$ cat src/rtl/dstw_pkg.sv
// Package: types, codes and constants of the source-chain tag walker.
`timescale 1ns / 1ps
package dstw_pkg;

    localparam int MAX_TAGS = 4096;
    localparam int TAGS_W   = (MAX_TAGS > 1) ? $clog2(MAX_TAGS) : 1;

    localparam logic CMD_START = 1'b0;
    localparam logic CMD_TAG   = 1'b1;

    localparam logic [1:0] MODE_NORMAL = 2'd0;
    localparam logic [1:0] MODE_CHAIN  = 2'd1;

    localparam logic [2:0] KIND_TAG   = 3'd0;
    localparam logic [2:0] KIND_BURST = 3'd1;
    localparam logic [2:0] KIND_FETCH = 3'd2;
    localparam logic [2:0] KIND_DONE  = 3'd3;
    localparam logic [2:0] KIND_ERROR = 3'd4;

    localparam logic [2:0] TAG_REFE = 3'd0;
    localparam logic [2:0] TAG_CNT  = 3'd1;
    localparam logic [2:0] TAG_NEXT = 3'd2;
    localparam logic [2:0] TAG_REF  = 3'd3;
    localparam logic [2:0] TAG_REFS = 3'd4;
    localparam logic [2:0] TAG_CALL = 3'd5;
    localparam logic [2:0] TAG_RET  = 3'd6;
    localparam logic [2:0] TAG_END  = 3'd7;

    localparam logic [31:0] ADDR_MASK = 32'h7FFF_FFF0;
    localparam logic [31:0] SPR_BASE  = 32'h7000_0000;
    localparam logic [31:0] SPR_MASK  = 32'h0000_3FF0;
    localparam logic [31:0] QW_BYTES  = 32'd16;

    typedef logic [2:0] kind_t;

    typedef struct packed {
        logic        has_tag;
        logic [63:0] tag_words;
        logic        has_burst;
        logic [31:0] burst_address;
        logic [15:0] burst_count;
        kind_t       final_kind;
        logic [31:0] final_address;
        logic [31:0] final_tag_address;
        logic [31:0] final_control;
    } plan_t;

endpackage

$ cat src/rtl/dstw_if.sv
// Request and response channel interfaces of the tag walker.
`timescale 1ns / 1ps
interface dstw_req_if import dstw_pkg::*; ();
    logic        valid;
    logic        ready;
    logic        command;
    logic [31:0] start_control;
    logic [31:0] start_address;
    logic [15:0] start_count;
    logic [31:0] start_tag_address;
    logic [63:0] tag_lower;
    logic [63:0] tag_upper;
    logic        fetch_fault;

    modport source (output valid, command, start_control, start_address, start_count,
                    start_tag_address, tag_lower, tag_upper, fetch_fault, input ready);
    modport sink (input valid, command, start_control, start_address, start_count,
                  start_tag_address, tag_lower, tag_upper, fetch_fault, output ready);
endinterface

interface dstw_rsp_if import dstw_pkg::*; ();
    logic        valid;
    logic        ready;
    kind_t       kind;
    logic [31:0] address;
    logic [15:0] count;
    logic [63:0] tag_words;
    logic [31:0] final_tag_address;
    logic [31:0] final_control;
    logic        last;

    modport source (output valid, kind, address, count, tag_words, final_tag_address,
                    final_control, last, input ready);
    modport sink (input valid, kind, address, count, tag_words, final_tag_address,
                  final_control, last, output ready);
endinterface

$ cat src/rtl/dstw_queue.sv
// Two-entry queue of transaction plans between front and back.
`timescale 1ns / 1ps
module dstw_queue import dstw_pkg::*;
(
    input  logic  clk,
    input  logic  rst_n,
    input  logic  push_valid,
    output logic  push_ready,
    input  plan_t push_data,
    output logic  pop_valid,
    input  logic  pop_ready,
    output plan_t pop_data
);

    plan_t      entry_reg [2];
    logic       wr_ptr_reg;
    logic       rd_ptr_reg;
    logic [1:0] fill_reg;
    logic       push;
    logic       pop;

    assign push_ready = (fill_reg != 2'd2);
    assign pop_valid  = (fill_reg != 2'd0);
    assign pop_data   = entry_reg[rd_ptr_reg];
    assign push       = push_valid && push_ready;
    assign pop        = pop_valid && pop_ready;

    always_ff @(posedge clk or negedge rst_n)
    begin
        if (!rst_n)
        begin
            wr_ptr_reg <= 1'b0;
            rd_ptr_reg <= 1'b0;
            fill_reg   <= 2'd0;
        end
        else
        begin
            if (push)
                wr_ptr_reg <= ~wr_ptr_reg;
            if (pop)
                rd_ptr_reg <= ~rd_ptr_reg;
            if (push && !pop)
                fill_reg <= fill_reg + 2'd1;
            else if (pop && !push)
                fill_reg <= fill_reg - 2'd1;
        end
    end

    always_ff @(posedge clk)
    begin
        if (push)
            entry_reg[wr_ptr_reg] <= push_data;
    end

endmodule

$ cat src/rtl/dstw_front.sv
// Front end: accepts commands and tags, keeps channel state, builds plans.
`timescale 1ns / 1ps
module dstw_front import dstw_pkg::*;
(
    input  logic       clk,
    input  logic       rst_n,
    dstw_req_if.sink   req,
    output logic       push_valid,
    input  logic       push_ready,
    output plan_t      push_data
);

    logic [31:0]       tag_address_reg, tag_address_next;
    logic [31:0]       control_reg, control_next;
    logic [31:0]       stack0_reg, stack0_next;
    logic [31:0]       stack1_reg, stack1_next;
    logic [TAGS_W-1:0] tags_seen_reg, tags_seen_next;
    logic              active_reg, active_next;

    logic              accept;
    logic [31:0]       tag0;
    logic [31:0]       tag1;
    logic [31:0]       here16;
    logic [31:0]       tag_addr;
    logic [15:0]       qw_count;
    logic [31:0]       qw_bytes;
    logic [31:0]       ret_addr;
    logic [31:0]       mem_addr;
    logic [31:0]       mem_final;
    logic [31:0]       control_tag;
    logic [1:0]        sp;
    logic              chain_end;
    logic [TAGS_W:0]   tags_inc;
    plan_t             plan;

    assign accept     = req.valid && req.ready;
    assign req.ready  = push_ready;
    assign push_valid = accept && ((req.command == CMD_START) || active_reg);
    assign push_data  = plan;

    assign tag0     = req.tag_lower[31:0];
    assign tag1     = req.tag_lower[63:32];
    assign here16   = (tag_address_reg & ADDR_MASK) + QW_BYTES;
    assign tag_addr = tag1[31] ? (SPR_BASE | (tag1 & SPR_MASK)) : (tag1 & ADDR_MASK);
    assign qw_count = (req.command == CMD_START) ? req.start_count : tag0[15:0];
    assign qw_bytes = {12'd0, qw_count, 4'd0};
    assign ret_addr = here16 + qw_bytes;
    assign tags_inc = {1'b0, tags_seen_reg} + {{TAGS_W{1'b0}}, 1'b1};

    always_comb
    begin
        tag_address_next = tag_address_reg;
        control_next     = control_reg;
        stack0_next      = stack0_reg;
        stack1_next      = stack1_reg;
        tags_seen_next   = tags_seen_reg;
        active_next      = active_reg;
        control_tag      = {tag0[31:16], control_reg[15:0]};
        sp               = control_reg[5:4];
        chain_end        = tag0[31] && control_reg[7];
        mem_addr         = here16;
        mem_final        = 32'd0;
        plan             = '0;

        if (req.command == CMD_START)
        begin
            control_next     = req.start_control;
            tag_address_next = req.start_tag_address;
            tags_seen_next   = '0;
            plan.has_burst   = (req.start_count != 16'd0);
            plan.burst_count = req.start_count;
            mem_final        = (req.start_count != 16'd0) ?
                               (req.start_address + qw_bytes) : req.start_address;
            case (req.start_control[3:2])
                MODE_NORMAL:
                begin
                    plan.burst_address     = req.start_address & ADDR_MASK;
                    plan.final_kind        = KIND_DONE;
                    plan.final_address     = mem_final & ADDR_MASK;
                    plan.final_tag_address = req.start_tag_address;
                    plan.final_control     = req.start_control;
                    active_next            = 1'b0;
                end
                MODE_CHAIN:
                begin
                    plan.burst_address = req.start_address;
                    plan.final_kind    = KIND_FETCH;
                    plan.final_address = req.start_tag_address & ADDR_MASK;
                    active_next        = 1'b1;
                end
                default:
                begin
                    plan.has_burst  = 1'b0;
                    plan.final_kind = KIND_ERROR;
                    active_next     = 1'b0;
                end
            endcase
        end
        else if (req.fetch_fault)
        begin
            plan.final_kind = KIND_ERROR;
            active_next     = 1'b0;
        end
        else
        begin
            case (tag0[30:28])
                TAG_REFE:
                begin
                    mem_addr         = tag_addr;
                    tag_address_next = here16;
                    chain_end        = 1'b1;
                end
                TAG_CNT:
                    tag_address_next = ret_addr;
                TAG_NEXT:
                    tag_address_next = tag_addr;
                TAG_REF, TAG_REFS:
                begin
                    mem_addr         = tag_addr;
                    tag_address_next = here16;
                end
                TAG_CALL:
                begin
                    tag_address_next = tag_addr;
                    if (sp == 2'd0)
                    begin
                        stack0_next = ret_addr;
                        sp          = 2'd1;
                    end
                    else if (sp == 2'd1)
                    begin
                        stack1_next = ret_addr;
                        sp          = 2'd2;
                    end
                    else
                        chain_end = 1'b1;
                end
                TAG_RET:
                begin
                    if (sp == 2'd2)
                    begin
                        tag_address_next = stack1_reg;
                        sp               = 2'd1;
                    end
                    else if (sp == 2'd1)
                    begin
                        tag_address_next = stack0_reg;
                        sp               = 2'd0;
                    end
                    else
                        chain_end = 1'b1;
                end
                default:
                    chain_end = 1'b1;
            endcase

            control_next = {control_tag[31:6], sp, control_tag[3:0]};

            plan.has_tag       = control_reg[6];
            plan.tag_words     = req.tag_upper;
            plan.has_burst     = (qw_count != 16'd0);
            plan.burst_address = mem_addr;
            plan.burst_count   = qw_count;
            mem_final          = (qw_count != 16'd0) ? ((mem_addr + qw_bytes) & ADDR_MASK)
                                                     : mem_addr;

            if (tags_inc >= (TAGS_W + 1)'(MAX_TAGS))
                chain_end = 1'b1;
            else
                tags_seen_next = tags_inc[TAGS_W-1:0];

            if (chain_end)
            begin
                plan.final_kind        = KIND_DONE;
                plan.final_address     = mem_final;
                plan.final_tag_address = tag_address_next;
                plan.final_control     = control_next;
                active_next            = 1'b0;
            end
            else
            begin
                plan.final_kind    = KIND_FETCH;
                plan.final_address = tag_address_next & ADDR_MASK;
            end
        end
    end

    always_ff @(posedge clk or negedge rst_n)
    begin
        if (!rst_n)
        begin
            tag_address_reg <= '0;
            control_reg     <= '0;
            stack0_reg      <= '0;
            stack1_reg      <= '0;
            tags_seen_reg   <= '0;
            active_reg      <= 1'b0;
        end
        else if (push_valid)
        begin
            tag_address_reg <= tag_address_next;
            control_reg     <= control_next;
            stack0_reg      <= stack0_next;
            stack1_reg      <= stack1_next;
            tags_seen_reg   <= tags_seen_next;
            active_reg      <= active_next;
        end
    end

endmodule

$ cat src/rtl/dstw_back.sv
// Back end: expands each plan into tag, burst and closing transactions.
`timescale 1ns / 1ps
module dstw_back import dstw_pkg::*;
(
    input  logic       clk,
    input  logic       rst_n,
    input  logic       plan_valid,
    output logic       plan_pop,
    input  plan_t      plan,
    dstw_rsp_if.source rsp
);

    localparam logic [1:0] PH_TAG   = 2'd0;
    localparam logic [1:0] PH_BURST = 2'd1;
    localparam logic [1:0] PH_FINAL = 2'd2;

    logic [1:0]  phase_reg, phase_next;
    logic        valid_reg;
    kind_t       kind_reg, kind_next;
    logic [31:0] address_reg, address_next;
    logic [15:0] count_reg, count_next;
    logic [63:0] words_reg, words_next;
    logic [31:0] fta_reg, fta_next;
    logic [31:0] fc_reg, fc_next;
    logic        last_reg, last_next;
    logic        out_free;
    logic        emit;

    assign out_free = !valid_reg || rsp.ready;
    assign emit     = plan_valid && out_free;
    assign plan_pop = emit && last_next;

    always_comb
    begin
        kind_next    = plan.final_kind;
        address_next = plan.final_address;
        count_next   = 16'd0;
        words_next   = 64'd0;
        fta_next     = plan.final_tag_address;
        fc_next      = plan.final_control;
        last_next    = 1'b1;
        phase_next   = PH_TAG;
        case (phase_reg)
            PH_TAG:
            begin
                if (plan.has_tag)
                begin
                    kind_next    = KIND_TAG;
                    address_next = 32'd0;
                    words_next   = plan.tag_words;
                    fta_next     = 32'd0;
                    fc_next      = 32'd0;
                    last_next    = 1'b0;
                    phase_next   = PH_BURST;
                end
                else if (plan.has_burst)
                begin
                    kind_next    = KIND_BURST;
                    address_next = plan.burst_address;
                    count_next   = plan.burst_count;
                    fta_next     = 32'd0;
                    fc_next      = 32'd0;
                    last_next    = 1'b0;
                    phase_next   = PH_FINAL;
                end
            end
            PH_BURST:
            begin
                if (plan.has_burst)
                begin
                    kind_next    = KIND_BURST;
                    address_next = plan.burst_address;
                    count_next   = plan.burst_count;
                    fta_next     = 32'd0;
                    fc_next      = 32'd0;
                    last_next    = 1'b0;
                    phase_next   = PH_FINAL;
                end
            end
            default:
                phase_next = PH_TAG;
        endcase
    end

    always_ff @(posedge clk or negedge rst_n)
    begin
        if (!rst_n)
        begin
            phase_reg <= PH_TAG;
            valid_reg <= 1'b0;
        end
        else
        begin
            if (emit)
                phase_reg <= phase_next;
            if (out_free)
                valid_reg <= plan_valid;
        end
    end

    always_ff @(posedge clk)
    begin
        if (emit)
        begin
            kind_reg    <= kind_next;
            address_reg <= address_next;
            count_reg   <= count_next;
            words_reg   <= words_next;
            fta_reg     <= fta_next;
            fc_reg      <= fc_next;
            last_reg    <= last_next;
        end
    end

    assign rsp.valid             = valid_reg;
    assign rsp.kind              = kind_reg;
    assign rsp.address           = address_reg;
    assign rsp.count             = count_reg;
    assign rsp.tag_words         = words_reg;
    assign rsp.final_tag_address = fta_reg;
    assign rsp.final_control     = fc_reg;
    assign rsp.last              = last_reg;

endmodule

$ cat src/rtl/dma_source_chain_tag_walker_core.sv
// Top level of the source-chain DMA tag walker.
// req carries start commands (control, address, count, tag address) and
// fetched tags (lower and upper doubleword, bus fault flag). rsp carries
// the resulting transactions: tag words, payload burst, tag fetch, done or
// error, with last set on the closing one of each request.
// A start in normal mode gives an optional burst and done; in chain mode an
// optional burst and the first tag fetch; in any other mode an error. Each
// tag gives optional tag words, an optional burst, then the next fetch or
// done, or error on a fetch fault; tags taken while idle are dropped.
// A request is decoded in the cycle it is taken; its plan is registered in
// the plan queue, then its first transaction in the rsp output registers.
// Throughput: rsp issues one transaction per cycle while rsp is ready; a
// request produces 1 to 3 transactions, and the two-entry plan queue lets
// req keep being taken while rsp works through earlier ones.
// Reset clears the channel registers and return stack and leaves the
// channel idle with empty queue. A stalled rsp holds its transaction; req
// stays ready until the plan queue fills.
`timescale 1ns / 1ps
module dma_source_chain_tag_walker_core import dstw_pkg::*;
(
    input  logic       clk,
    input  logic       rst_n,
    dstw_req_if.sink   req,
    dstw_rsp_if.source rsp
);

    logic  push_valid;
    logic  push_ready;
    plan_t push_data;
    logic  head_valid;
    logic  head_pop;
    plan_t head_plan;

    dstw_front u_front (
        .clk        (clk),
        .rst_n      (rst_n),
        .req        (req),
        .push_valid (push_valid),
        .push_ready (push_ready),
        .push_data  (push_data)
    );

    dstw_queue u_queue (
        .clk        (clk),
        .rst_n      (rst_n),
        .push_valid (push_valid),
        .push_ready (push_ready),
        .push_data  (push_data),
        .pop_valid  (head_valid),
        .pop_ready  (head_pop),
        .pop_data   (head_plan)
    );

    dstw_back u_back (
        .clk        (clk),
        .rst_n      (rst_n),
        .plan_valid (head_valid),
        .plan_pop   (head_pop),
        .plan       (head_plan),
        .rsp        (rsp)
    );

endmodule

$ cat src/flat_wrapper.sv
// flat-port wrapper written by rule: the top's interface ports become plain ports
module dma_source_chain_tag_walker_core_flat import dstw_pkg::*;
  (clk, rst_n, req_valid, req_command, req_start_control, req_start_address, req_start_count, req_start_tag_address, req_tag_lower, req_tag_upper, req_fetch_fault, req_ready, rsp_valid, rsp_kind, rsp_address, rsp_count, rsp_tag_words, rsp_final_tag_address, rsp_final_control, rsp_last, rsp_ready);
  dstw_req_if req_i ();
  dstw_rsp_if rsp_i ();
  input  logic clk;
  input  logic rst_n;
  input wire logic [$bits(req_i.valid)-1:0] req_valid;
  input wire logic [$bits(req_i.command)-1:0] req_command;
  input wire logic [$bits(req_i.start_control)-1:0] req_start_control;
  input wire logic [$bits(req_i.start_address)-1:0] req_start_address;
  input wire logic [$bits(req_i.start_count)-1:0] req_start_count;
  input wire logic [$bits(req_i.start_tag_address)-1:0] req_start_tag_address;
  input wire logic [$bits(req_i.tag_lower)-1:0] req_tag_lower;
  input wire logic [$bits(req_i.tag_upper)-1:0] req_tag_upper;
  input wire logic [$bits(req_i.fetch_fault)-1:0] req_fetch_fault;
  output wire logic [$bits(req_i.ready)-1:0] req_ready;
  output wire logic [$bits(rsp_i.valid)-1:0] rsp_valid;
  output wire logic [$bits(rsp_i.kind)-1:0] rsp_kind;
  output wire logic [$bits(rsp_i.address)-1:0] rsp_address;
  output wire logic [$bits(rsp_i.count)-1:0] rsp_count;
  output wire logic [$bits(rsp_i.tag_words)-1:0] rsp_tag_words;
  output wire logic [$bits(rsp_i.final_tag_address)-1:0] rsp_final_tag_address;
  output wire logic [$bits(rsp_i.final_control)-1:0] rsp_final_control;
  output wire logic [$bits(rsp_i.last)-1:0] rsp_last;
  input wire logic [$bits(rsp_i.ready)-1:0] rsp_ready;
  assign req_i.valid = req_valid;
  assign req_i.command = req_command;
  assign req_i.start_control = req_start_control;
  assign req_i.start_address = req_start_address;
  assign req_i.start_count = req_start_count;
  assign req_i.start_tag_address = req_start_tag_address;
  assign req_i.tag_lower = req_tag_lower;
  assign req_i.tag_upper = req_tag_upper;
  assign req_i.fetch_fault = req_fetch_fault;
  assign req_ready = req_i.ready;
  assign rsp_valid = rsp_i.valid;
  assign rsp_kind = rsp_i.kind;
  assign rsp_address = rsp_i.address;
  assign rsp_count = rsp_i.count;
  assign rsp_tag_words = rsp_i.tag_words;
  assign rsp_final_tag_address = rsp_i.final_tag_address;
  assign rsp_final_control = rsp_i.final_control;
  assign rsp_last = rsp_i.last;
  assign rsp_i.ready = rsp_ready;
  dma_source_chain_tag_walker_core u_core (.clk(clk), .rst_n(rst_n), .req(req_i), .rsp(rsp_i));
endmodule
$ cat config.mk
export PLATFORM = sky130hd
export DESIGN_NAME = dma_source_chain_tag_walker_core_flat
export DESIGN_NICKNAME = d
export VERILOG_FILES = /design/src/rtl/dstw_pkg.sv /design/src/rtl/dstw_if.sv /design/src/rtl/dstw_queue.sv /design/src/rtl/dstw_front.sv /design/src/rtl/dstw_back.sv /design/src/rtl/dma_source_chain_tag_walker_core.sv /design/src/flat_wrapper.sv
export SDC_FILE = /design/constraint.sdc
export NUM_CORES = 1
export LEC_CHECK = 0
export BUFFER_PORTS_ARGS = -buffer_cell sky130_fd_sc_hd__buf_2
export CAP_MARGIN = 0
export CORE_ASPECT_RATIO = 1.4
export CORE_MARGIN = 2
export CORE_UTILIZATION = 50
export DETAILED_ROUTE_END_ITERATION = 16
export PLACE_DENSITY = 0.72
export SYNTH_ARGS = -nofsm -noshare
export SYNTH_HDL_FRONTEND = slang
export SYNTH_HIERARCHICAL = 1
export SYNTH_SLANG_ARGS = --single-unit
$ cat constraint.sdc
create_clock -name clk -period 30.1 [get_ports clk]
set_input_delay 3.01 -clock clk [delete_from_list [all_inputs] [get_ports clk]]
set_output_delay 3.01 -clock clk [all_outputs]
set_load 0.02 [all_outputs]
==> Word level (Yosys, flattened, before mapping) <==
Memory sizes are Yosys's and may differ from the RTL's.
Index checks and enable logic that the tools add are counted.
{ "op_classes": {"order_cmp": 1, "mux": 70, "eq_ne": 14, "n_addsub": 7, "n_bitwise": 5, "n_reduce_logical": 33} }
{ "ops": {"columns": ["op", "n"], "rows": [
  ["$mux W32", 14],
  ["$pmux W32 S2", 4],
  ["$mux W148", 1],
  ["$mux W64", 2],
  ["$pmux W32 S4", 1],
  ["$mux W114", 1],
  ["$mux W96", 1],
  ["$mux W65", 1],
  ["$mux W16", 4],
  ["$add A31 B20 Y31", 2],
  ["$mux W31", 2],
  ["$pmux W31 S2", 1],
  ["$mux W12", 3],
  ["$mux W33", 1],
  ["$add A31 B5 Y32 const B", 1],
  ["$add A32 B20 Y32", 1],
  ["$pmux W16 S2", 1],
  ["$reduce_bool A16 Y1", 2],
  ["$mux W2", 8],
  ["$mux W1", 15],
  ["$add A12 B1 Y13 const B", 1],
  ["$ge A13 B13 Y1 const B", 1],
  ["$pmux W3 S2", 2],
  ["$eq A3 B3 Y1 const B", 3],
  ["27 further kinds", 57]
]} }
{ "word_totals": {"word_cells": 150, "memories": 1, "ramBits": 426, "register_bits": 312, "out_inout_bits": 182, "inputBits": 246} }
{ "memory_table": {"columns": ["memory", "words", "width", "rd", "rd_clocked_by_memory_dff", "wr", "line_no", "rtl"], "rows": [
  ["u_core.u_queue.entry_reg", 2, 213, 1, 0, 1, "dstw_queue.sv:15", "plan_t entry_reg [2];"]
]} }

==> Depth between registers and ports, before layout <==
{ "logic_depth": {"depth_word": 10, "mapped_depth": 18, "depth_no_buf": 16} }

==> Hierarchy <==
The synthesis kept the hierarchy.
{ "by_module_without_submodules": {"columns": ["module", "instances", "cells_per_inst", "area_per_inst_um2", "seq_area_each_um2"], "rows": [
  ["dstw_queue", 1, 681, 16224.3, 12892.4],
  ["dstw_front", 1, 1848, 13690.6, 2927.8],
  ["dstw_back", 1, 404, 6993.0, 5480.3]
]} }

==> Worst setup path before layout <==
Ideal clock, no wire load.
{ "synth_path": {"kind": "input -> register", "start": "input port req_command", "end": "memory u_core/u_queue/entry_reg[0][0] in the netlist's numbering, enable pin", "stages": 4, "setup_slack_ns": 16.867, "arrival_time_ns": 12.442, "setup_ns": 0.791, "required_time_ns": 29.309, "n_path_buf": 1, "cell_sequence": "clkbuf_1 > a21oi_1 > nand2_1 > nor2_1"} }
{ "synth_between": {"elab_chain_cells": 6} }
{ "synth_lines": {"columns": ["item", "line_no", "rtl"], "rows": [
  ["start: declaration", "flat_wrapper.sv:9", "input wire logic [$bits(req_i.command)-1:0] req_command;"],
  ["$not A1 Y1 (no source line)", null, null],
  ["$logic_or A1 B1 Y1", "dstw_front.sv:38", "assign push_valid = accept && ((req.command == CMD_START) || active_reg);"],
  ["$logic_and A1 B1 Y1", "dstw_front.sv:38", null],
  ["via u_core.push_valid", "dma_source_chain_tag_walker_core.sv:27", "logic push_valid;"],
  ["$logic_and A1 B1 Y1", "dstw_queue.sv:25", "assign push = push_valid && push_ready;"],
  ["$mux W1", "dstw_queue.sv:51", "if (push)"],
  ["$mux W1 (implied by the code)", "dstw_queue.sv:52", "entry_reg[wr_ptr_reg] <= push_data;"],
  ["end: declaration", "dstw_queue.sv:15", null]
]} }
The timed path passes the listed nets, and every way through them passes these cells.

==> results_dict.tcl <==
set metrics [dict create \
    drt_pass1_iterations 5 \
    die_w_um 234 \
    start_util_pct 50.6 \
    cpMaxStageDelayCell "o41ai_1" \
    p_int_uw 2510 \
    hpwl_um 74400 \
    drt.antenna.violating_nets 0 \
    htreeDepth 3 \
    postCtsSetupRepairBufs 0 \
    hold_viol 0 \
    viasPerCell 5.95 \
    grt_setup_unrepaired "false" \
    synth_edf_count 606 \
    numCtsBuffers 71 \
    grt_use_total_pct 27.1 \
    final-setup-viol-count 0 \
    cts.sinks 730 \
    synth-compound-area-share_pct 11.9 \
    synth_cells 2933 \
    clkPwrFrac_pct 22.2 \
    worstSetupEndpointType "flip-flop" \
    min_period_ps 8130 \
    fill_cells 5969 \
    p_leak_uw 0.0169 \
    max_cap_violations 0 \
    cp-start-kind "input port" \
    synthMuxAreaShare_pct 11.1 \
    grt_overflow_total 0 \
    finalCritPeriodShare_pct 27.0 \
    cp_slowest_stage_delay_ps 690 \
    slew_headroom_pct 20.6 \
    fin_worst_skew_ps 32.0 \
    swShare_pct 36.7 \
    yosysWarnings 6 \
    fp.dieH_um 325 \
    path_class "input port to flip-flop" \
    dp_cells 4173 \
    path_delay_family "compound AO/OA/AOI/OAI gates" \
    pwr_density_cell_nw_per_um2 94.4 \
    syn_avg_cell_area_um2 12.6 \
    wl_per_cell_um 24.5 \
    yosysUniqueCellTypes 85 \
    rows 117 \
    post_cts_resized 0 \
    antenna_found_initial 17 \
    fin_hold_ws_ps 473 \
    synthSimpleGateAreaFrac_pct 11.6 \
    path_cells "buf_2, buf_4, nand2b_1, o21ai_1, o21ai_0, ha_1, fa_1, a211oi_1, o21ai_0, a31oi_1, o311ai_0, o41ai_1, nor2_1, xor2_1, a222oi_1, o21ai_0" \
    largest_reg_flops 426 \
    fmax_ghz 0.123 \
    critPathMostFrequentCell "o21ai_0" \
    slew_violations 0 \
    worst_ep_arrival_time_ps 8460 \
    ys_seq_area_share_pct 57.7 \
    hold_buffers 0 \
    power_frac_seq_pct 39.2 \
    core-area_um2 72900 \
    synth-seq-cells 730 \
    wirelength_um 106000 \
    cts_max_path_buffers 3 \
    synthAdderAreaFrac_pct 2.16 \
    vias 25700 \
    comb_power_share_pct 38.6 \
    peakVddDrop_v 0.000100 \
    area_growth_pct 13.8 \
    cts_tree "built" \
    place_congestion 0.944 \
    fin_setup_tns_ps 0 \
    layout.cells.non_filler 4317 \
    clkTransAtPathRegs_ps 60 \
    nNetsFinal 3602 \
    crit_required_ps 30430 \
    clk_latency_ps 640 \
    synth_ff_type "edfxtp_1" \
    drc 0 \
    power_switching_uw 1460 \
    drt_iter0_drc 2259 \
    synth_xor_xnor_area_share_pct 2.28 \
    io_pins 428 \
    outcome "complete, no violations" \
    cts_root_buf "clkbuf_16" \
    synthArstFlopShare_pct 17.0 \
    drive_gt1_share_pct 26.8 \
    grt_pass1_wl_um 154000 \
    grt_max_degree 120 \
    synth_top_family_by_area "compound AO/OA/AOI/OAI gates" \
    hp-class "flip-flop to flip-flop" \
    die_area_um2 76000 \
    port_buffers 423 \
    netlist_area_um2 36900 \
    grt_pass1_vias 25000 \
    worst-path-max-fanout 33 \
    worst_slew_pin_slew_ps 1180 \
    path_buf_inv 2 \
]
placed cells by master (no fill, tap or decap), types with 35 or more instances in the layout:
cell       count
a22o_1       113
buf_4         47
dfrtp_1      123
edfxtp_1     606
a21oi_1      129
nand2_1      265
inv_1         36
clkbuf_16     72
xnor2_1       49
o21ai_0      178
and3_1        81
buf_2        422
ha_1          59
and2_1       157
mux2_4       160
mux2i_1       41
mux2_2       113
nor3_1        35
xor2_1        47
nand3_1       44
nor2_1       129
cells in the mapped netlist (all sizes together), types with 40 or more instances:
| cell | number | area (um^2) |
|---|---|---|
| inv | 40 | 150 |
| nand2 | 269 | 1020 |
| a22o | 113 | 990 |
| clkbuf | 108 | 407 |
| ha | 59 | 738 |
| mux2 | 273 | 3670 |
| xor2 | 47 | 412 |
| dfrtp | 124 | 3100 |
| a21oi | 130 | 651 |
| mux2i | 41 | 410 |
| o21ai | 184 | 932 |
| nor2 | 137 | 514 |
| nand3 | 44 | 220 |
| edfxtp | 606 | 18200 |
| buf | 78 | 598 |
| and3 | 82 | 513 |
| xnor2 | 49 | 429 |
| and2 | 158 | 990 |
cell type report:
cell class | instances | area [um^2] | area share, %
flip-flops and latches | 730 | 21300 | 50.7
multi-input cells | 1980 | 14500 | 34.6
repair buffers | 471 | 2500 | 5.94
clock buffers | 94 | 1930 | 4.60
well taps | 952 | 1190 | 2.84
clock inverters | 36 | 365 | 0.870
inverters | 40 | 158 | 0.375
diodes | 14 | 35.0 | 0.0834
worst reg2reg max path, cell delays in order, from the launching register on:
cell and delay (ps):
dfrtp_1 550, and4_1 590, nand2_1 360, xnor2_1 400, nand2_1 90, nand2_1 150
ha_1 290, o21ai_0 100, nand2b_1 80, a31oi_1 400, o311ai_0 350, o41ai_1 690
nor2_1 110, xor2_1 170, a222oi_1 470, o21ai_0 200
layer usage:
metal / GRT usage [%] / vias to the layer above / share of wire [%]
met4: 15.2 / 4 / 5.5
met3: 4.20 / 218 / 7.7
met1: 35.1 / 12500 / 40
li1: - / 11700 / -
met2: 43.2 / 1184 / 47
met5: 0 / - / 0.027
path summary, 6_finish.rpt:
kind / startpoint / to / slack (ps) / depth (start not counted)
max in group asynchronous: rst_n / u_core/u_queue/rd_ptr_reg / 26320 / 2
worst min-delay path: u_core/u_front/control_reg[3] / u_core/u_front/control_reg[3] / 470 / 2
worst max register to register: u_core/u_front/tag_address_reg[7] / u_core/u_queue/entry_reg[1][84] / 24810 / 15
min in group asynchronous: rst_n / u_core/u_front/stack1_reg[10] / 2400 / 1
worst max-delay path: req_tag_lower[29] / u_core/u_queue/entry_reg[1][84] / 21970 / 16
worst min register to register: u_core/u_front/control_reg[3] / u_core/u_front/control_reg[3] / 470 / 2
power by group through the flow:
stage	clock network [uW]	registers, uW	logic [uW]
global placement	0	1560	1510
CTS	898	1550	1530
detailed placement	0	1570	1520
floorplan	0	1710	983
global route	939	1580	1650
finish	881	1550	1530
logic make-up (layout without fill, tap and decap cells):
family	count (synthesis)	in the layout
AND/OR/NAND/NOR	843	843
flip-flops	730	730
AO/OA/AOI/OAI	660	660
multiplexers	315	315
buffers and inverters	226	641
XOR/XNOR	96	96
adder cells (fa/ha/maj)	62	62
other	1	18
metrics by stage:
step	cell area [um^2]	worst slack, ps	total power, uW	util [%]
3_3_place_gp	39700	21450	3070	54.4
3_5_place_dp	39700	21460	3100	54.4
5_1_grt	42000	21740	4160	57.6
2_1_floorplan	36900	16870	2700	-
6_report	42000	21970	3970	57.6
4_1_cts	42000	22130	3980	57.6
No activity file was read; power rests on OpenSTA's default activity.
